<file path="src/design/rtnb_pkg.sv">
`timescale 1ns / 1ps
package rtnb_pkg;

  // field and index widths
  localparam int unsigned IDX_W       = 10;
  localparam int unsigned CNT_W       = 11;
  localparam int unsigned KEY_W       = 32;
  localparam int unsigned PLEN_W      = 6;
  localparam int unsigned LMAX_W      = 12;
  localparam int unsigned SIDX_W      = 13;
  localparam int unsigned MAX_OBJECTS = 1024;
  localparam int unsigned MIN_OBJECTS = 2;
  localparam logic [CNT_W-1:0] CNT_RESET = CNT_W'(MIN_OBJECTS);

  typedef enum logic {
    CMD_LOAD  = 1'b0,
    CMD_BUILD = 1'b1
  } rtnb_cmd_code_e;

  typedef struct packed {
    logic             command;
    logic [IDX_W-1:0] load_slot;
    logic [KEY_W-1:0] key_value;
    logic [IDX_W-1:0] node_index;
  } rtnb_in_t;

  typedef struct packed {
    logic [IDX_W-1:0] range_first;
    logic [IDX_W-1:0] range_last;
    logic [IDX_W-1:0] split_point;
    logic             left_is_leaf;
    logic             right_is_leaf;
    logic             node_invalid;
  } rtnb_out_t;

  typedef enum logic [3:0] {
    ST_IDLE,
    ST_CHECK,
    ST_RD_UP,
    ST_RD_DOWN,
    ST_DIR,
    ST_EXP_ADDR,
    ST_EXP_CHK,
    ST_BIN_ADDR,
    ST_BIN_CHK,
    ST_SPL_LO,
    ST_SPL_HI,
    ST_SPL_CMP,
    ST_SPL_ADDR,
    ST_SPL_CHK,
    ST_DONE
  } rtnb_state_e;

  typedef enum logic [4:0] {
    OP_NONE,
    OP_LOAD,
    OP_START,
    OP_RD_SELF,
    OP_RD_UP,
    OP_RD_DOWN,
    OP_DIR,
    OP_EXP_RD,
    OP_EXP_GROW,
    OP_BIN_INIT,
    OP_BIN_RD,
    OP_BIN_SKIP,
    OP_BIN_CHK,
    OP_RANGE,
    OP_ROOT,
    OP_SPL_RD_LO,
    OP_SPL_RD_HI,
    OP_SPL_CMP,
    OP_SPL_ADDR,
    OP_SPL_CHK,
    OP_EMIT
  } rtnb_op_e;

  // controller to datapath
  typedef struct packed {
    rtnb_op_e op;
  } rtnb_cmd_t;

  // datapath to controller
  typedef struct packed {
    logic invalid;
    logic root;
    logic exp_in;
    logic gt;
    logic t_zero;
    logic bin_in;
    logic keys_equal;
    logic cand_ok;
    logic more_nx;
    logic more_q;
  } rtnb_stat_t;

  // leading-zero count of a 32-bit word, zero counts as 32
  function automatic logic [PLEN_W-1:0] lzc32(input logic [31:0] x);
    logic [31:0]       v;
    logic [PLEN_W-1:0] n;
    v = x;
    n = '0;
    if (x == 32'd0) begin
      n = PLEN_W'(32);
    end else begin
      if (v[31:16] == 16'd0) begin
        n[4] = 1'b1;
        v = v << 16;
      end
      if (v[31:24] == 8'd0) begin
        n[3] = 1'b1;
        v = v << 8;
      end
      if (v[31:28] == 4'd0) begin
        n[2] = 1'b1;
        v = v << 4;
      end
      if (v[31:30] == 2'd0) begin
        n[1] = 1'b1;
        v = v << 2;
      end
      if (!v[31]) begin
        n[0] = 1'b1;
      end
    end
    return n;
  endfunction

endpackage

</file>
<file path="src/design/rtnb_dp.sv">
`timescale 1ns / 1ps
module rtnb_dp #(
  parameter int unsigned KEY_BITS = 32
) (
  input  logic                              clk_i,
  input  logic                              rst_ni,
  input  rtnb_pkg::rtnb_cmd_t               cmd_i,
  output rtnb_pkg::rtnb_stat_t              stat_o,
  input  rtnb_pkg::rtnb_in_t                in_data_i,
  input  logic                              cfg_valid_i,
  input  logic [rtnb_pkg::CNT_W-1:0]        cfg_data_i,
  output logic                              ram_we_o,
  output logic [rtnb_pkg::IDX_W-1:0]        ram_waddr_o,
  output logic [KEY_BITS-1:0]               ram_wdata_o,
  output logic                              ram_re_o,
  output logic [rtnb_pkg::IDX_W-1:0]        ram_raddr_o,
  input  logic [KEY_BITS-1:0]               ram_rdata_i,
  output rtnb_pkg::rtnb_out_t               res_o
);
  import rtnb_pkg::*;

  logic [CNT_W-1:0]  count_q;
  logic [IDX_W-1:0]  idx_q, last_q, lo_q, hi_q, split_q, cand_q;
  logic              invalid_q, neg_q;
  logic [KEY_BITS-1:0] code_q;
  logic [PLEN_W-1:0] up_q, thr_q;
  logic [LMAX_W-1:0] lmax_q, l_q, t_q;
  logic [CNT_W-1:0]  step_q;
  rtnb_out_t         res_q;

  logic [CNT_W-1:0]  n_clamp, last_n, step_nx, cand_sum, lohi_sum;
  logic [CNT_W:0]    step_inc;
  logic              node_bad;
  logic [31:0]       rd_ext, code_ext;
  logic [PLEN_W-1:0] plen_rd;
  logic signed [SIDX_W-1:0] idx_s, last_s, lmax_s, boff_s, l_s;
  logic signed [SIDX_W-1:0] exp_bound, bin_bound, j_s;
  logic [LMAX_W-1:0] bin_off;
  logic              exp_in, bin_in, cand_ok;

  // object count register
  always_ff @(posedge clk_i or negedge rst_ni) begin
    if (!rst_ni) begin
      count_q <= CNT_RESET;
    end else if (cfg_valid_i) begin
      count_q <= cfg_data_i;
    end
  end

  // leaf count saturated to the supported range
  always_comb begin
    if (count_q < CNT_W'(MIN_OBJECTS)) begin
      n_clamp = CNT_W'(MIN_OBJECTS);
    end else if (count_q > CNT_W'(MAX_OBJECTS)) begin
      n_clamp = CNT_W'(MAX_OBJECTS);
    end else begin
      n_clamp = count_q;
    end
  end
  assign last_n   = n_clamp - CNT_W'(1);
  assign node_bad = CNT_W'(in_data_i.node_index) >= last_n;

  // prefix length of the held key against the word just read
  assign rd_ext   = 32'(ram_rdata_i);
  assign code_ext = 32'(code_q);
  assign plen_rd  = lzc32(code_ext ^ rd_ext);

  // signed bound arithmetic for the range searches
  assign idx_s     = signed'(SIDX_W'(idx_q));
  assign last_s    = signed'(SIDX_W'(last_q));
  assign lmax_s    = signed'(SIDX_W'(lmax_q));
  assign bin_off   = l_q + t_q;
  assign boff_s    = signed'(SIDX_W'(bin_off));
  assign l_s       = signed'(SIDX_W'(l_q));
  assign exp_bound = neg_q ? (idx_s - lmax_s) : (idx_s + lmax_s);
  assign bin_bound = neg_q ? (idx_s - boff_s) : (idx_s + boff_s);
  assign j_s       = neg_q ? (idx_s - l_s) : (idx_s + l_s);
  assign exp_in    = !exp_bound[SIDX_W-1] && (exp_bound <= last_s);
  assign bin_in    = !bin_bound[SIDX_W-1] && (bin_bound <= last_s);

  // split step halving and candidate
  assign step_inc = {1'b0, step_q} + (CNT_W+1)'(1);
  assign step_nx  = step_inc[CNT_W:1];
  assign cand_sum = CNT_W'(split_q) + step_nx;
  assign cand_ok  = cand_sum < CNT_W'(hi_q);
  assign lohi_sum = CNT_W'(lo_q) + CNT_W'(hi_q);

  // status to the controller
  always_comb begin
    stat_o.invalid    = invalid_q;
    stat_o.root       = (idx_q == '0);
    stat_o.exp_in     = exp_in;
    stat_o.gt         = plen_rd > thr_q;
    stat_o.t_zero     = (t_q == '0);
    stat_o.bin_in     = bin_in;
    stat_o.keys_equal = (code_q == ram_rdata_i);
    stat_o.cand_ok    = cand_ok;
    stat_o.more_nx    = step_nx > CNT_W'(1);
    stat_o.more_q     = step_q > CNT_W'(1);
  end

  // key memory access
  always_comb begin
    ram_we_o    = 1'b0;
    ram_waddr_o = in_data_i.load_slot;
    ram_wdata_o = KEY_BITS'(in_data_i.key_value + 32'(in_data_i.load_slot));
    ram_re_o    = 1'b0;
    ram_raddr_o = idx_q;
    case (cmd_i.op)
      OP_LOAD: begin
        ram_we_o = 1'b1;
      end
      OP_RD_SELF: begin
        ram_re_o = 1'b1;
      end
      OP_RD_UP: begin
        ram_re_o    = 1'b1;
        ram_raddr_o = idx_q + IDX_W'(1);
      end
      OP_RD_DOWN: begin
        ram_re_o    = 1'b1;
        ram_raddr_o = idx_q - IDX_W'(1);
      end
      OP_EXP_RD: begin
        ram_re_o    = 1'b1;
        ram_raddr_o = exp_bound[IDX_W-1:0];
      end
      OP_BIN_RD: begin
        ram_re_o    = 1'b1;
        ram_raddr_o = bin_bound[IDX_W-1:0];
      end
      OP_SPL_RD_LO: begin
        ram_re_o    = 1'b1;
        ram_raddr_o = lo_q;
      end
      OP_SPL_RD_HI: begin
        ram_re_o    = 1'b1;
        ram_raddr_o = hi_q;
      end
      OP_SPL_ADDR: begin
        ram_re_o    = cand_ok;
        ram_raddr_o = cand_sum[IDX_W-1:0];
      end
      default: begin
        ram_re_o = 1'b0;
      end
    endcase
  end

  // working registers of the node search
  always_ff @(posedge clk_i) begin
    case (cmd_i.op)
      OP_START: begin
        idx_q     <= in_data_i.node_index;
        last_q    <= last_n[IDX_W-1:0];
        invalid_q <= node_bad;
      end
      OP_RD_UP: begin
        code_q <= ram_rdata_i;
      end
      OP_RD_DOWN: begin
        up_q <= plen_rd;
      end
      // direction goes downward only when the upper prefix is shorter
      OP_DIR: begin
        if (up_q < plen_rd) begin
          neg_q <= 1'b1;
          thr_q <= up_q;
        end else begin
          neg_q <= 1'b0;
          thr_q <= plen_rd;
        end
        lmax_q <= LMAX_W'(2);
      end
      OP_EXP_GROW: begin
        lmax_q <= lmax_q << 1;
      end
      OP_BIN_INIT: begin
        l_q <= '0;
        t_q <= lmax_q >> 1;
      end
      OP_BIN_SKIP: begin
        t_q <= t_q >> 1;
      end
      OP_BIN_CHK: begin
        if (plen_rd > thr_q) begin
          l_q <= bin_off;
        end
        t_q <= t_q >> 1;
      end
      OP_RANGE: begin
        lo_q <= neg_q ? j_s[IDX_W-1:0] : idx_q;
        hi_q <= neg_q ? idx_q : j_s[IDX_W-1:0];
      end
      OP_ROOT: begin
        lo_q <= '0;
        hi_q <= last_q;
      end
      OP_SPL_RD_HI: begin
        code_q <= ram_rdata_i;
      end
      // equal end keys split at the midpoint
      OP_SPL_CMP: begin
        if (code_q == ram_rdata_i) begin
          split_q <= lohi_sum[CNT_W-1:1];
        end else begin
          thr_q   <= plen_rd;
          split_q <= lo_q;
          step_q  <= CNT_W'(hi_q) - CNT_W'(lo_q);
        end
      end
      OP_SPL_ADDR: begin
        step_q <= step_nx;
        cand_q <= cand_sum[IDX_W-1:0];
      end
      OP_SPL_CHK: begin
        if (plen_rd > thr_q) begin
          split_q <= cand_q;
        end
      end
      OP_EMIT: begin
        if (invalid_q) begin
          res_q.range_first   <= '0;
          res_q.range_last    <= '0;
          res_q.split_point   <= '0;
          res_q.left_is_leaf  <= 1'b0;
          res_q.right_is_leaf <= 1'b0;
          res_q.node_invalid  <= 1'b1;
        end else begin
          res_q.range_first   <= lo_q;
          res_q.range_last    <= hi_q;
          res_q.split_point   <= split_q;
          res_q.left_is_leaf  <= (split_q == lo_q);
          res_q.right_is_leaf <= ((CNT_W'(split_q) + CNT_W'(1)) == CNT_W'(hi_q));
          res_q.node_invalid  <= 1'b0;
        end
      end
      default: begin
        res_q <= res_q;
      end
    endcase
  end

  assign res_o = res_q;

endmodule

</file>
<file path="config.mk">
export PLATFORM = sky130hd
export DESIGN_NAME = rtnb_dp
export DESIGN_NICKNAME = d
export VERILOG_FILES = /design/src/design/rtnb_pkg.sv /design/src/design/rtnb_dp.sv
export SDC_FILE = /design/constraint.sdc
export NUM_CORES = 1
export LEC_CHECK = 0
export BUFFER_PORTS_ARGS = -buffer_cell sky130_fd_sc_hd__clkbuf_2
export CORE_UTILIZATION = 42
export CTS_CLUSTER_DIAMETER = 80
export DETAILED_ROUTE_END_ITERATION = 10
export REMOVE_ABC_BUFFERS = 1
export SLEW_MARGIN = 10
export SYNTH_ARGS = -nofsm -noshare
export SYNTH_HDL_FRONTEND = slang
export SYNTH_SLANG_ARGS = --single-unit
export TNS_END_PERCENT = 1
</file>
<file path="constraint.sdc">
create_clock -name clk_i -period 6.5 [get_ports clk_i]
set_input_delay 0.325 -clock clk_i [delete_from_list [all_inputs] [get_ports clk_i]]
set_output_delay 0.325 -clock clk_i [all_outputs]
set_load 0.01 [all_outputs]
</file>
## Yosys cells after proc, flatten, opt, wreduce, memory -nomap -nowiden

Cells that the tools add are included.

- Register bits: 197
- Output and inout bits: 97
- Logic and storage cells: 141
- Input bits: 104

- Reduce and logical (&&, ||, !) cells: 25
- $lt $le $gt $ge: 10
- Equality and inequality tests: 26
- Add/sub/neg operators: 16
- Muxes and demuxes: 41
- Bitwise operators: 1

Operators by type and width:

| cell | number |
|---|---|
| $mux 32 | 8 |
| $pmux 12 s2 | 3 |
| $pmux 10 s7 | 1 |
| $pmux 10 s2 | 3 |
| $mux 10 | 5 |
| $eq 5x4->1 const B | 8 |
| $mux 11 | 3 |
| $add 32x10->32 | 1 |
| $eq 32x32->1 | 1 |
| $logic_not 32->1 | 1 |
| $xor 32x32->32 | 1 |
| $add 10x12->13 | 2 |
| $le 13x11->1 | 2 |
| $mux 13 | 2 |
| $sub 10x12->13 | 2 |
| $eq 5x5->1 const B | 5 |
| $gt 11x1->1 const B | 2 |
| $pmux 11 s2 | 1 |
| $eq 5x3->1 const B | 4 |
| $logic_not 16->1 | 1 |
| $reduce_bool 2->1 | 7 |
| $add 11x1->12 const B | 1 |
| $add 12x12->12 | 1 |
| $logic_not 12->1 | 1 |
| 35 further kinds | 53 |

## Longest topological paths before layout

- Depth after elaboration: 18
- Mapped depth: 24
- Depth with buffers taken out: 23

## Least setup slack after synthesis

Ideal clock, no wire load.

- Path kind: reg2out
- From: register l_q[0]
- To: output stat_o[4] (netlist bit)
- Cell stages (with the launch flop): 23
- Setup slack: 1.413 ns
- Arrival: 4.762 ns
- Buffers on the path: 1
- Data required time: 6.175 ns
- Cell sequence: edfxtp_1 -> ha_1 -> fa_1 -> inv_1 -> ha_1 -> mux2_2 -> inv_1 -> ha_1 -> nor2b_1 -> o21ai_0 -> nand2b_1 -> and2_1 -> o21a_1 -> o21a_1 -> nor2_1 -> xnor2_1 -> ha_1 -> a21o_1 -> a2111oi_0 -> nor3_1 -> or4_1 -> o22ai_1 -> buf_4

- Longest elaborated chain between the ends: 5
- Elaborated cells between the ends (all ways): 7
- Classes of those cells: 3 x add/sub; 1 x order compare; 1 x mux; 2 x reduce/logical

Ends and longest elaborated chain:

| what | RTL line | text |
|---|---|---|
| start: declaration | rtnb_dp.sv:27 | `logic [LMAX_W-1:0] lmax_q, l_q, t_q;` |
| start signal: assignment | rtnb_dp.sv:187 | `l_q <= bin_off;` |
| $add 12x12->12 * | rtnb_dp.sv:72 | `assign bin_off = l_q + t_q;` |
| via bin_off[1] | rtnb_dp.sv:38 | `logic [LMAX_W-1:0] bin_off;` |
| $add 10x12->13 / $sub 10x12->13 (equally long branches) | rtnb_dp.sv:76 | `assign bin_bound = neg_q ? (idx_s - boff_s) : (idx_s + boff_s);` |
| $mux 13 * | rtnb_dp.sv:76 |  |
| $le 13x11->1 / $logic_not 1->1 (equally long branches) | rtnb_dp.sv:79 | `assign bin_in = !bin_bound[SIDX_W-1] && (bin_bound <= last_s);` |
| $logic_and 1x1->1 * | rtnb_dp.sv:79 |  |
| end: declaration | rtnb_dp.sv:8 | `output rtnb_pkg::rtnb_stat_t stat_o,` |

The timed path passes the listed nets; every way through them passes the cells marked *.

==> flow_summary.ini <==
[cells_and_area]
multi_input_area_um2 = 8890
layout-drive-gt1-share_pct = 17.6
final_common_cell = clkbuf_2
nets = 2026
layout_common_cells = 199 x clkbuf_2, 184 x edfxtp_1, 167 x nor2_1, 145 x ha_1, 116 x inv_1
fillers = 3397
diodes = 0
syn2layout_area_growth_pct = 13.3
layout.area.seq_um2 = 5800

[timing]
fin_ws_ps = 409
finalClockSkew_ps = 13.2
tightest_slew_ps = 1100
holdWs_ps = 54.3
achievable-frequency_mhz = 164
period_share_pct = 93.7
final_hold_viol_count = 0
finalSetupTns_ps = 0
period_minus_slack_ps = 6090
rsz0062_at_grt = false
maxSlewHeadroom_pct = 26.8
setup_viol = 0
slew_violations = 0

[placement]
port_buffers = 199
post-place-ws_ps = 595
hpwl_um = 31600
place_congestion = 0.908

[routing]
wirelength_um = 40100
drc = 6
firstDrtPassIters = 8
drtIter0Drc = 694
vias = 12400
wl_per_cell_um = 17.9
drtAntennaViolNets = 0
vias_per_cell = 5.53

[global_route]
use_met1_pct = 29.0
gr-usage-met3_pct = 3.46
grt.overflow.total = 0
grt_max_degree = 46
grt_pass1_wl_um = 62800
antenna_found_initial = 0
met2_usage_pct = 36.3
grt_pass1_vias = 11900
busiest_layer = met2
gr-usage-all-layers_pct = 21.7

[worst_setup_path]
worstSetupPathType = flip-flop to output pin
worst-r2r-setup-slack_ps = 1990
arrival_ps = 5770
critPathCaptureType = output pin
required_ps = 6170
startpoint_type = flip-flop
cp_max_fo = 4

[logic_synthesis]
synth_cells = 1593
ys_seq_area_share_pct = 37.8
yosysWarningCount = 0
avgSynthCellArea_um2 = 9.63
ys_ff_latch = 195
synthArstFlopShare_pct = 5.64
synth-edff-count = 184
synth_ff_type = edfxtp_1
synth_cell_type_count = 81
netlist_area_um2 = 15300

[floorplanning]
die_h_um = 193
num_rows = 69
design.core.area_um2 = 35700
die_x_um = 193
initial_utilization_pct = 42.9
pin_count = 201
die-area_um2 = 37300

[power]
power_leakage_nw = 7.23
finalPower_w = 0.00304
power.density_nw_per_um2 = 175
ir_drop_v = 0.000186

[run_status]
status = finished, violations left
violations = design-rule violations

[clock_network]
tritoncts = done
clk_latency_ps = 460
cts_sinks = 195
numCtsBuffers = 17
clk_path_buf_depth = 2
cts_root_buffer = clkbuf_16
htreeDepth = 4
path_clk_slew_ps = 80

[run]
maxCapViolCount = 0

[min_path]
hold_path_class = input port to flip-flop
==> area by class of cell <==
type	count	area share, %
Sequential cell	195	33.4
Inverter	116	2.50
Clock inverter	15	0.785
Multi-Input combinational cell	1224	51.1
Tap cell	461	3.32
Timing Repair Buffer	215	6.43
Clock buffer	17	2.45
==> flip-flops by register name, indices dropped and copies added, names as in the netlist <==
register	count
hi_q	10
code_ext	32
up_q	6
step_q	11
t_q	11
neg_q	1
idx_q	10
count_q	11
l_q	12
res_o	33
lmax_q	11
lo_q	10
cand_q	10
last_q	10
thr_q	6
invalid_q	1
split_q	10
==> routing by layer <==
metal / routed length (µm) / part of all wire, % / vias to the layer above
li1: - / - / 6090
met1: 18100 / 45 / 5874
met2: 18900 / 47 / 379
met3: 2170 / 5.4 / 62
met4: 903 / 2.3 / 0
met5: 0 / 0 / -
==> critical path, cell delays in order, from the launching register on <==
cell,delay (ps)
edfxtp_1,430
ha_1,260
fa_1,550
inv_1,70
ha_1,270
mux2_2,290
inv_1,60
ha_1,220
nor2b_1,130
o21ai_0,140
nand2b_1,80
and2_1,200
o21a_1,220
o21a_1,170
nor2_1,100
xnor2_1,180
ha_1,290
a21o_1,180
a2111oi_1,380
nor3_1,160
or4_1,540
o22ai_2,210
clkbuf_2,180
==> path summary, 6_finish.rpt <==
| path | from | endpoint | depth (start not counted) |
|---|---|---|---|
| max | l_q[0] | stat_o[4] | 22 |
| min | in_data_i[1] | idx_q[1] | 1 |
| max reg2reg | code_ext[31] | split_q[0] | 16 |
| min reg2reg | cand_q[7] | split_q[7] | 2 |
| max in group asynchronous | rst_ni | count_q[1] | 2 |
| min in group asynchronous | rst_ni | count_q[4] | 2 |
==> where the power goes <==
group	internal [W]	switching (W)
clock	0.000508	0.000533
combinational	0.000242	0.000322
sequential	0.00140	0.0000314
total	0.00215	0.000886
==> cells by family (layout without fill, tap and decap cells) <==
logic type / Yosys count / count (layout) / share of synthesized area, %
AND/OR/NAND/NOR: 504 / 504 / 16.0
buffers and inverters: 174 / 363 / 4.63
AO/OA/AOI/OAI: 343 / 343 / 14.9
flip-flops: 195 / 195 / 37.8
multiplexers: 45 / 45 / 3.26
XOR/XNOR: 179 / 179 / 10.5
adder cells (fa/ha/maj): 153 / 153 / 12.9
==> per-stage QoR <==
stage          util (%)  area, µm²  std cells
2_1_floorplan         -      15100       1535
3_3_place_gp       46.9      16800       2209
3_5_place_dp       46.9      16800       2209
4_1_cts            48.5      17300       2242
5_1_grt            48.6      17400       2243
6_report           48.6      17400       2243
==> Yosys cell counts, types with 20 or more instances <==
cell type	n	area, µm²
nand3_1	36	180
nor2_1	168	631
o21a_1	25	188
a21oi_1	87	435
nor4_1	21	131
mux2_2	20	225
xor2_1	69	604
clkbuf_1	38	143
nor2b_1	40	250
edfxtp_1	184	5530
xnor2_1	104	911
nand2b_1	23	144
nand2_1	96	360
a21o_1	31	233
o21ai_0	74	370
mux2i_1	20	200
ha_1	145	1810
inv_1	116	435
nor3_1	41	205
==> repair_timing <==
action	CTS	global route
resized for setup	0	8
setup endpoints to repair	0	1
hold buffers	1	0
setup buffers	0	1
hold endpoints to repair	11	0
Note: power is estimated with default switching activity, not from simulation.
