### src/design/rtnb_pkg.sv
`timescale 1ns / 1ps
package rtnb_pkg;

  // field and index widths
  localparam int unsigned IDX_W       = 10;
  localparam int unsigned CNT_W       = 11;
  localparam int unsigned KEY_W       = 32;
  localparam int unsigned PLEN_W      = 6;
  localparam int unsigned LMAX_W      = 12;
  localparam int unsigned SIDX_W      = 13;
  localparam int unsigned MAX_OBJECTS = 1024;
  localparam int unsigned MIN_OBJECTS = 2;
  localparam logic [CNT_W-1:0] CNT_RESET = CNT_W'(MIN_OBJECTS);

  typedef enum logic {
    CMD_LOAD  = 1'b0,
    CMD_BUILD = 1'b1
  } rtnb_cmd_code_e;

  typedef struct packed {
    logic             command;
    logic [IDX_W-1:0] load_slot;
    logic [KEY_W-1:0] key_value;
    logic [IDX_W-1:0] node_index;
  } rtnb_in_t;

  typedef struct packed {
    logic [IDX_W-1:0] range_first;
    logic [IDX_W-1:0] range_last;
    logic [IDX_W-1:0] split_point;
    logic             left_is_leaf;
    logic             right_is_leaf;
    logic             node_invalid;
  } rtnb_out_t;

  typedef enum logic [3:0] {
    ST_IDLE,
    ST_CHECK,
    ST_RD_UP,
    ST_RD_DOWN,
    ST_DIR,
    ST_EXP_ADDR,
    ST_EXP_CHK,
    ST_BIN_ADDR,
    ST_BIN_CHK,
    ST_SPL_LO,
    ST_SPL_HI,
    ST_SPL_CMP,
    ST_SPL_ADDR,
    ST_SPL_CHK,
    ST_DONE
  } rtnb_state_e;

  typedef enum logic [4:0] {
    OP_NONE,
    OP_LOAD,
    OP_START,
    OP_RD_SELF,
    OP_RD_UP,
    OP_RD_DOWN,
    OP_DIR,
    OP_EXP_RD,
    OP_EXP_GROW,
    OP_BIN_INIT,
    OP_BIN_RD,
    OP_BIN_SKIP,
    OP_BIN_CHK,
    OP_RANGE,
    OP_ROOT,
    OP_SPL_RD_LO,
    OP_SPL_RD_HI,
    OP_SPL_CMP,
    OP_SPL_ADDR,
    OP_SPL_CHK,
    OP_EMIT
  } rtnb_op_e;

  // controller to datapath
  typedef struct packed {
    rtnb_op_e op;
  } rtnb_cmd_t;

  // datapath to controller
  typedef struct packed {
    logic invalid;
    logic root;
    logic exp_in;
    logic gt;
    logic t_zero;
    logic bin_in;
    logic keys_equal;
    logic cand_ok;
    logic more_nx;
    logic more_q;
  } rtnb_stat_t;

  // leading-zero count of a 32-bit word, zero counts as 32
  function automatic logic [PLEN_W-1:0] lzc32(input logic [31:0] x);
    logic [31:0]       v;
    logic [PLEN_W-1:0] n;
    v = x;
    n = '0;
    if (x == 32'd0) begin
      n = PLEN_W'(32);
    end else begin
      if (v[31:16] == 16'd0) begin
        n[4] = 1'b1;
        v = v << 16;
      end
      if (v[31:24] == 8'd0) begin
        n[3] = 1'b1;
        v = v << 8;
      end
      if (v[31:28] == 4'd0) begin
        n[2] = 1'b1;
        v = v << 4;
      end
      if (v[31:30] == 2'd0) begin
        n[1] = 1'b1;
        v = v << 2;
      end
      if (!v[31]) begin
        n[0] = 1'b1;
      end
    end
    return n;
  endfunction

endpackage

### src/design/rtnb_ctrl.sv
`timescale 1ns / 1ps
module rtnb_ctrl (
  input  logic                clk_i,
  input  logic                rst_ni,
  input  logic                in_valid_i,
  input  logic                in_command_i,
  output logic                in_stall_o,
  output logic                out_valid_o,
  input  logic                out_stall_i,
  input  rtnb_pkg::rtnb_stat_t stat_i,
  output rtnb_pkg::rtnb_cmd_t  cmd_o
);
  import rtnb_pkg::*;

  rtnb_state_e state_q, state_d;
  logic        out_valid_q, out_valid_d;

  // state and output valid registers
  always_ff @(posedge clk_i or negedge rst_ni) begin
    if (!rst_ni) begin
      state_q     <= ST_IDLE;
      out_valid_q <= 1'b0;
    end else begin
      state_q     <= state_d;
      out_valid_q <= out_valid_d;
    end
  end

  // next state and datapath commands
  always_comb begin
    state_d     = state_q;
    cmd_o.op    = OP_NONE;
    in_stall_o  = 1'b1;
    out_valid_d = out_valid_q && out_stall_i;
    case (state_q)
      ST_IDLE: begin
        in_stall_o = 1'b0;
        if (in_valid_i) begin
          if (in_command_i == CMD_LOAD) begin
            cmd_o.op = OP_LOAD;
          end else begin
            cmd_o.op = OP_START;
            state_d  = ST_CHECK;
          end
        end
      end
      ST_CHECK: begin
        if (stat_i.invalid) begin
          state_d = ST_DONE;
        end else if (stat_i.root) begin
          cmd_o.op = OP_ROOT;
          state_d  = ST_SPL_LO;
        end else begin
          cmd_o.op = OP_RD_SELF;
          state_d  = ST_RD_UP;
        end
      end
      ST_RD_UP: begin
        cmd_o.op = OP_RD_UP;
        state_d  = ST_RD_DOWN;
      end
      ST_RD_DOWN: begin
        cmd_o.op = OP_RD_DOWN;
        state_d  = ST_DIR;
      end
      ST_DIR: begin
        cmd_o.op = OP_DIR;
        state_d  = ST_EXP_ADDR;
      end
      // exponential search for the far bound
      ST_EXP_ADDR: begin
        if (stat_i.exp_in) begin
          cmd_o.op = OP_EXP_RD;
          state_d  = ST_EXP_CHK;
        end else begin
          cmd_o.op = OP_BIN_INIT;
          state_d  = ST_BIN_ADDR;
        end
      end
      ST_EXP_CHK: begin
        if (stat_i.gt) begin
          cmd_o.op = OP_EXP_GROW;
          state_d  = ST_EXP_ADDR;
        end else begin
          cmd_o.op = OP_BIN_INIT;
          state_d  = ST_BIN_ADDR;
        end
      end
      // binary search for the range end
      ST_BIN_ADDR: begin
        if (stat_i.t_zero) begin
          cmd_o.op = OP_RANGE;
          state_d  = ST_SPL_LO;
        end else if (stat_i.bin_in) begin
          cmd_o.op = OP_BIN_RD;
          state_d  = ST_BIN_CHK;
        end else begin
          cmd_o.op = OP_BIN_SKIP;
        end
      end
      ST_BIN_CHK: begin
        cmd_o.op = OP_BIN_CHK;
        state_d  = ST_BIN_ADDR;
      end
      // split search
      ST_SPL_LO: begin
        cmd_o.op = OP_SPL_RD_LO;
        state_d  = ST_SPL_HI;
      end
      ST_SPL_HI: begin
        cmd_o.op = OP_SPL_RD_HI;
        state_d  = ST_SPL_CMP;
      end
      ST_SPL_CMP: begin
        cmd_o.op = OP_SPL_CMP;
        state_d  = stat_i.keys_equal ? ST_DONE : ST_SPL_ADDR;
      end
      ST_SPL_ADDR: begin
        cmd_o.op = OP_SPL_ADDR;
        if (stat_i.cand_ok) begin
          state_d = ST_SPL_CHK;
        end else if (!stat_i.more_nx) begin
          state_d = ST_DONE;
        end
      end
      ST_SPL_CHK: begin
        cmd_o.op = OP_SPL_CHK;
        state_d  = stat_i.more_q ? ST_SPL_ADDR : ST_DONE;
      end
      // hand the result to the output register once it is free
      ST_DONE: begin
        if (!out_valid_q || !out_stall_i) begin
          cmd_o.op    = OP_EMIT;
          out_valid_d = 1'b1;
          state_d     = ST_IDLE;
        end
      end
      default: begin
        state_d = ST_IDLE;
      end
    endcase
  end

  assign out_valid_o = out_valid_q;

endmodule

### config.mk
export PLATFORM = sky130hd
export DESIGN_NAME = rtnb_ctrl
export DESIGN_NICKNAME = d
export VERILOG_FILES = /design/src/design/rtnb_pkg.sv /design/src/design/rtnb_ctrl.sv
export SDC_FILE = /design/constraint.sdc
export NUM_CORES = 1
export LEC_CHECK = 0
export ABC_AREA = 0
export BUFFER_PORTS_ARGS = -buffer_cell sky130_fd_sc_hd__buf_2
export CORE_MARGIN = 3
export CORE_UTILIZATION = 29
export DETAILED_ROUTE_END_ITERATION = 10
export PLACE_DENSITY = 0.52
export SYNTH_ARGS = -nofsm -noshare
export SYNTH_HDL_FRONTEND = slang
export SYNTH_SLANG_ARGS = --single-unit
### constraint.sdc
create_clock -name clk_i -period 1.6 [get_ports clk_i]
set_clock_uncertainty 0.2 [all_clocks]
set_input_delay 0.16 -clock clk_i [delete_from_list [all_inputs] [get_ports clk_i]]
set_output_delay 0.16 -clock clk_i [all_outputs]
set_load 0.03 [all_outputs]
# After elaboration in Yosys (flattened, before gate mapping)
# Index checks and enable logic that the tools add are counted.
[op_classes]
eq_ne = 19
muxes = 27
reduce_logical = 6
[ops]
columns = ["cell", "count"]
rows = [
  ["5-bit one-hot mux with 15 select lines", 1],
  ["4-bit one-hot mux with 15 select lines", 1],
  ["4-bit 2-to-1 mux", 12],
  ["4-bit equality test (second input constant)", 7],
  ["4-bit by 3-bit equality test with 1-bit output (second input constant)", 4],
  ["2-bit 2-to-1 mux", 5],
  ["4-bit by 2-bit equality test with 1-bit output (second input constant)", 2],
  ["1-bit 2-to-1 mux", 6],
  ["2-bit inequality test (second input constant)", 3],
  ["3-bit inequality test (second input constant)", 2],
  ["5-bit 2-to-1 mux", 1],
  ["5-bit AND reduction", 1],
  ["4-bit by 1-bit equality test with 1-bit output (second input constant)", 1],
  ["4-bit zero test", 1],
  ["3-bit 2-to-1 mux", 1],
  ["1-bit zero test", 2],
  ["1-bit logical AND", 1],
  ["1-bit logical OR", 1],
]
[totals]
reg_bits = 5
in_bits = 15
wordCells = 54

# Longest topological paths before layout
# Gate-level depths: netlist (run 1).
[depth]
ltp_word = 4
mapped_depth = 6
depth_no_buf = 4

# Worst setup path before layout (run 1)
# OpenSTA, ideal clock, no wires.
[synth_timing]
path_type = "reg2out"
start = "register state_q[0]"
end = "output cmd_o[3] (netlist bit)"
t_arrival_ns = 1.506
required_time_ns = 1.240
setup_slack_ns = -0.266
stages_incl_launch_ff = 5
path_buffers = 2
path_cell_list = "dfrtp_1 > buf_6 > buf_2 > a31oi_1 > o21ai_0"
[synth_lines]
columns = ["element", "line_no", "text"]
rows = [
  ["from (decl)", "rtnb_ctrl.sv:15", "rtnb_state_e state_q, state_d;"],
  ["from (signal assigned)", "rtnb_ctrl.sv:24", "state_q <= state_d;"],
  ["to (decl)", "rtnb_ctrl.sv:11", "output rtnb_pkg::rtnb_cmd_t cmd_o"],
]

==> results of run 1 <==
## critical path, delay by kind of cell (launching register included)
family | cells | cell delay (ps)
AND/OR/NAND/NOR | 3 | 560
AO/OA/AOI/OAI | 1 | 230
flip-flops | 1 | 390
buffers and inverters | 1 | 130
## state kept, by name, indices dropped and copies added (netlist names)
signal       cells
state_q          4
out_valid_o      1
## kinds of logic (layout without fill, tap and decap cells)
family	count (synthesis)	in the layout	share of synthesized area (%)
muxes	2	2	2.817
buffers and inverters	14	59	11.80
AOI/OAI and AO/OA	35	35	38.21
DFF	5	5	17.61
and+or+nand+nor	31	31	29.58
## power by group through the flow
stage          Sequential (mW)  Combinational (mW)  Clock (mW)
2_1_floorplan            0.249                1.29           0
3_3_place_gp             0.242                1.84           0
3_5_place_dp             0.245                1.83           0
4_1_cts                  0.255                2.20       0.155
5_1_grt                  0.266                2.50       0.163
6_report                 0.259                2.36       0.151
## how the worst max path moves through the flow
stage / from / end / slack (ps) / cells after the start
final: state_q[2] / cmd_o[2] / -320 / 5
after floorplan: state_q[0] / cmd_o[0] / -120 / 5
after detailed placement: state_q[3] / cmd_o[2] / -150 / 5
after global routing: state_q[0] / cmd_o[0] / -380 / 6
after CTS: state_q[1] / cmd_o[0] / -310 / 6
after global placement: state_q[3] / cmd_o[1] / -150 / 6
## per-layer routing
metal | routed length [um] | vias to the layer above | part of all wire (%)
li1 | - | 426 | -
met1 | 1107 | 413 | 45
met2 | 1233 | 18 | 51
met3 | 66 | 4 | 2.7
met4 | 32 | 0 | 1.3
met5 | 0 | - | 0
## cell usage after synthesis, types with 2 or more instances
library cell and number:
a21oi_1 7, a31oi_1 3, buf_2 4, buf_6 3, dfrtp_1 5, inv_1 6
mux2i_1 2, nand2_1 6, nand2b_1 5, nand3_1 3, nor2_1 4, nor2b_1 4
o2111ai_1 2, o211ai_1 2, o21ai_0 5
## metrics by stage
| stage | setup WS (ps) | total power, mW | instance area, um^2 | std cells | hold slack, ps |
|---|---|---|---|---|---|
| final | -323.4 | 2.770 | 1226 | 160 | 28.45 |
| after floorplan | -124.4 | 1.542 | 738.2 | 87 | -335.6 |
| after detailed placement | -149.9 | 2.077 | 967.2 | 148 | -215.3 |
| after global routing | -375.4 | 2.933 | 1226 | 160 | 38.51 |
| after CTS | -312.9 | 2.613 | 1167 | 159 | 10.26 |
| after global placement | -149.7 | 2.081 | 967.2 | 148 | -216.7 |
## area by class of cell
cell class                      count  share of cell area (%)
Timing Repair Buffer               49                   32.35
Inverter                            6                   1.837
Multi-Input combinational cell     68                   50.51
Tap cell                           28                   2.857
Sequential cell                     5                   10.31
Clock buffer                        4                   2.143
## repair_timing
| item | in CTS | in global routing |
|---|---|---|
| hold buffers | 3 | 0 |
| gates resized for setup | 24 | 9 |
| pin swaps | 5 | 1 |
| setup endpoints to repair | 10 | 10 |
| buffers inserted | 4 | 1 |
| gates cloned | 0 | 0 |
| endpoints found under the hold margin | 7 | 0 |
==> flow_summary.toml, run 1 <==
[cells_and_area]
fillers = 211
drive_gt1_share_pct = 55.30
multi_input_area_um2 = 619.3
mostFrequentLayoutCells = "21 x buf_4, 15 x buf_2, 7 x buf_6"
antennaDiodeCount = 0
nets = 148
seq_area_um2 = 126.4
synthToLayoutAreaGrowth_pct = 72.54
final_util_pct = 53.88
final_common_cell = "buf_4"

[floorplan]
die_y_um = 55.51
num_rows = 17
die_x_um = 55.51
dieArea_um2 = 3081
core_area_um2 = 2276
initial_core_util_pct = 31.23
ios = 22

[placement]
place_congestion = 0.8004
dp_hpwl_um = 1681
port-buffer-count = 21

[worst_setup_path]
slowest_delay_ps = 390
crit_path_max_fanout = 2
cp-start-kind = "register"
end_kind = "primary output"
r2r_slack_ps = -150
crit_slowest_cell = "dfrtp_1"
rr_worst_depth = 7
path_cells = "nor2b_4, nor2b_1, or3_1, a32o_2, buf_6"
crit-reg2reg-launch = "state_q[3]"
path_class = "reg -> out"
r2r-end = "state_q[3]"
arrival_ps = 1560
crit_required_ps = 1240

[sta]
setup_slack_ps = -323.4
slew_viol_final = 0
period_needed_ps = 1923
setup_tns_ps = -2151
rsz0062_at_grt = "true"
setup_viol = 10
relSlewSlack_pct = 75.85
period_share_pct = 120.2
hold_viol = 0
tightest_slew_ps = 362.3
timing.fmax_mhz = 519.9

[global_route]
grt_first_pass_wirelength_um = 3995
met2_usage_pct = 26.86
top_usage_layer = "met2"
grt_max_degree = 14
grt_use_total_pct = 15.94
antenna_found_initial = 0
grt_pass1_vias = 852
gr-usage-met3_pct = 2.336
grt_util_met1_pct = 21.21
overflow = 0

[synth]
synth_cells = 87
yosysWarnings = 0
synth-main-ff-cell = "dfrtp_1"
synth_edf_count = 0
avgSynthCellArea_um2 = 8.169
yosysUniqueCellTypes = 41
synth_top_area_cell = "dfrtp_1"
syn_nets = 102
synth.top_cells.by_area = "dfrtp_1 18%, a21oi_1 4.9%, buf_6 4.8%"
synthArstFlopShare_pct = 100.0
ys_ff_latch = 5
synth_area_um2 = 710.7
synth_top_area_share_pct = 17.61
ys_seq_area_share_pct = 17.61

[clock_network]
clock_latency_ps = 250
cts.sinks = 5
h-tree-depth = 1
numCtsBuffers = 3
cts_root_buffer = "clkbuf_4"
cts_buffer_depth = 2
clk_pin_slew_ps = 50
cts_tree = "done"

[run]
maxCapViolCount = 0

[power]
switchingPower_mw = 1.295
leakagePower_nw = 0.5656
seqPwrFrac_pct = 9.3
internal_power_mw = 1.475
clkPwrFrac_pct = 5.5
combPwrFrac_pct = 85.2
power_density_nw_per_um2 = 2259
irDropWorstVdd_mv = 1.400
switching_share_pct = 46.75

[detailed_routing]
antenna_left = 0
vias_per_cell = 5.381
vias = 861
drt_first_pass_iters = 4
drtIter0Drc = 9
wire_per_inst_um = 15.25
drc = 0
wl_um = 2440

[worst_hold_path]
holdPathEnd = "state_q[0]"
worstHoldPathCells = 2
min_from = "stat_i[5]"
worstHoldPathType = "in -> reg"

[run_status]
violations = "setup timing"
status = "complete, but fails checks"
Note: power is estimated with default switching activity, not from simulation.
==> run 2: changes to the inputs <==
--- a/config.mk
+++ b/config.mk
@@ -11,6 +11,7 @@
 export CORE_UTILIZATION = 29
 export DETAILED_ROUTE_END_ITERATION = 10
 export PLACE_DENSITY = 0.52
+export SETUP_SLACK_MARGIN = 0.05
 export SYNTH_ARGS = -nofsm -noshare
 export SYNTH_HDL_FRONTEND = slang
 export SYNTH_SLANG_ARGS = --single-unit
==> flow_summary.toml, run 2 (synthesis results as in run 1) <==
[run_status]
status = "complete, but fails checks"
violations = "setup timing"

[cells_and_area]
drive_gt1_share_pct = 60.00
multi_input_area_um2 = 625.6
seq_area_um2 = 127.6
mostFrequentLayoutCells = "25 x buf_4, 16 x buf_2, 10 x buf_6"
antennaDiodeCount = 0
largest_register_ffs = 4
nets = 156
regMostFlops = "state_q"
final_common_cell = "buf_4"
fillers = 199
final_util_pct = 57.45
synthToLayoutAreaGrowth_pct = 83.98

[worst_setup_path]
crit_buf_inv = 1
worst_path_dominant_cell_family = "simple AND/OR/NAND/NOR gates"
slowest_delay_ps = 410
r2r-end = "state_q[3]"
crit_path_max_fanout = 2
crit-reg2reg-launch = "state_q[1]"
path_cells = "nor2b_4, nor2b_1, or3_1, a32o_2, buf_6"
end_kind = "primary output"
rr_worst_depth = 7
cp-start-kind = "register"
arrival_ps = 1630
r2r_slack_ps = -210
crit_path_start = "state_q[2]"
crit_required_ps = 1240
path_class = "reg -> out"
crit_slowest_cell = "dfrtp_1"

[placement]
place_congestion = 0.8283
dp_hpwl_um = 1856
port-buffer-count = 21

[sta]
tightest_slew_ps = 301.4
period_share_pct = 124.1
timing.fmax_mhz = 503.7
setup_slack_ps = -385.5
hold_viol = 0
hold_slack_ps = 14.20
setup_tns_ps = -2523
period_needed_ps = 1986
rsz0062_at_grt = "true"
relSlewSlack_pct = 79.77
slew_viol_final = 0
setup_viol = 10

[detailed_routing]
wl_um = 2607
antenna_left = 0
vias_per_cell = 5.298
drt_first_pass_iters = 4
drtIter0Drc = 21
vias = 890
wire_per_inst_um = 15.52
drc = 0

[worst_hold_path]
min_from = "stat_i[5]"
worstHoldPathCells = 2
holdPathEnd = "state_q[0]"
worstHoldPathType = "in -> reg"

[power]
switchingPower_mw = 1.366
leakagePower_nw = 0.6192
switching_share_pct = 46.36
irDropWorstVdd_mv = 1.335
clkPwrFrac_pct = 5.3
combPwrFrac_pct = 84.2
total_power_mw = 2.947
internal_power_mw = 1.581
seqPwrFrac_pct = 10.5
power_density_nw_per_um2 = 2254

[clock_network]
clk_pin_slew_ps = 50
cts.sinks = 5
h-tree-depth = 1
cts_tree = "done"
numCtsBuffers = 3
cts_root_buffer = "clkbuf_4"
cts_buffer_depth = 2
clock_latency_ps = 250

[floorplan]
core_area_um2 = 2276
die_x_um = 55.51
ios = 22
dieArea_um2 = 3081
num_rows = 17
initial_core_util_pct = 31.23
die_y_um = 55.51

[global_route]
overflow = 0
grt_first_pass_wirelength_um = 4043
grt_max_degree = 15
grt_pass1_vias = 897
grt_use_total_pct = 16.66
antenna_found_initial = 0

[run]
maxCapViolCount = 0
==> run 2: layer usage <==
metal | wire [um] | global-route usage, %
met1 | 1149 | 21.18
met2 | 1317 | 26.86
met3 | 102 | 2.570
met4 | 37 | 8.681
met5 | 0 | 0
==> run 2: cell type report <==
cell class | count | area share (%)
clock buffers | 4 | 2.010
well taps | 28 | 2.679
inverters | 6 | 1.722
repair buffers | 57 | 35.98
flip-flops and latches | 5 | 9.761
multi-input cells | 68 | 47.85
==> run 2: worst max-delay path by stage <==
| stage | to | slack [ps] | cells past startpoint |
|---|---|---|---|
| after detailed placement | cmd_o[2] | -210 | 5 |
| after global placement | cmd_o[2] | -210 | 5 |
| after floorplan | cmd_o[0] | -120 | 5 |
| final | cmd_o[2] | -390 | 5 |
| after CTS | cmd_o[2] | -370 | 5 |
| after global routing | cmd_o[0] | -440 | 7 |
==> run 2: power by group through the flow <==
stage	clock network [mW]	registers [mW]	logic [mW]
2_1_floorplan	0	0.249	1.31
3_3_place_gp	0	0.283	1.91
3_5_place_dp	0	0.284	1.91
4_1_cts	0.163	0.294	2.18
5_1_grt	0.171	0.309	2.64
6_report	0.156	0.309	2.48
==> run 2: worst reg2reg max path: stages, from the launching register on <==
cell and delay [ps]:
dfrtp_2 490, buf_6 160, buf_4 140, buf_6 120, nand4b_4 90, o32a_4 200, o2111ai_1 100, a22o_1 200
==> run 2: stage by stage <==
stage          std cells  cell area [um^2]  worst slack (ps)
2_1_floorplan         87             744.5            -124.4
4_1_cts              165              1182            -370.6
6_report             168              1308            -385.5
3_3_place_gp         155              1026            -207.9
5_1_grt              168              1308            -442.8
3_5_place_dp         155              1026            -214.7
==> run 2: what timing repair did <==
action / CTS / global route
resized for setup: 23 / 17
endpoints found under the setup margin: 10 / 10
hold buffers: 3 / 0
hold endpoints to repair: 7 / 0
pin swaps: 5 / 2
buffers inserted: 3 / 3
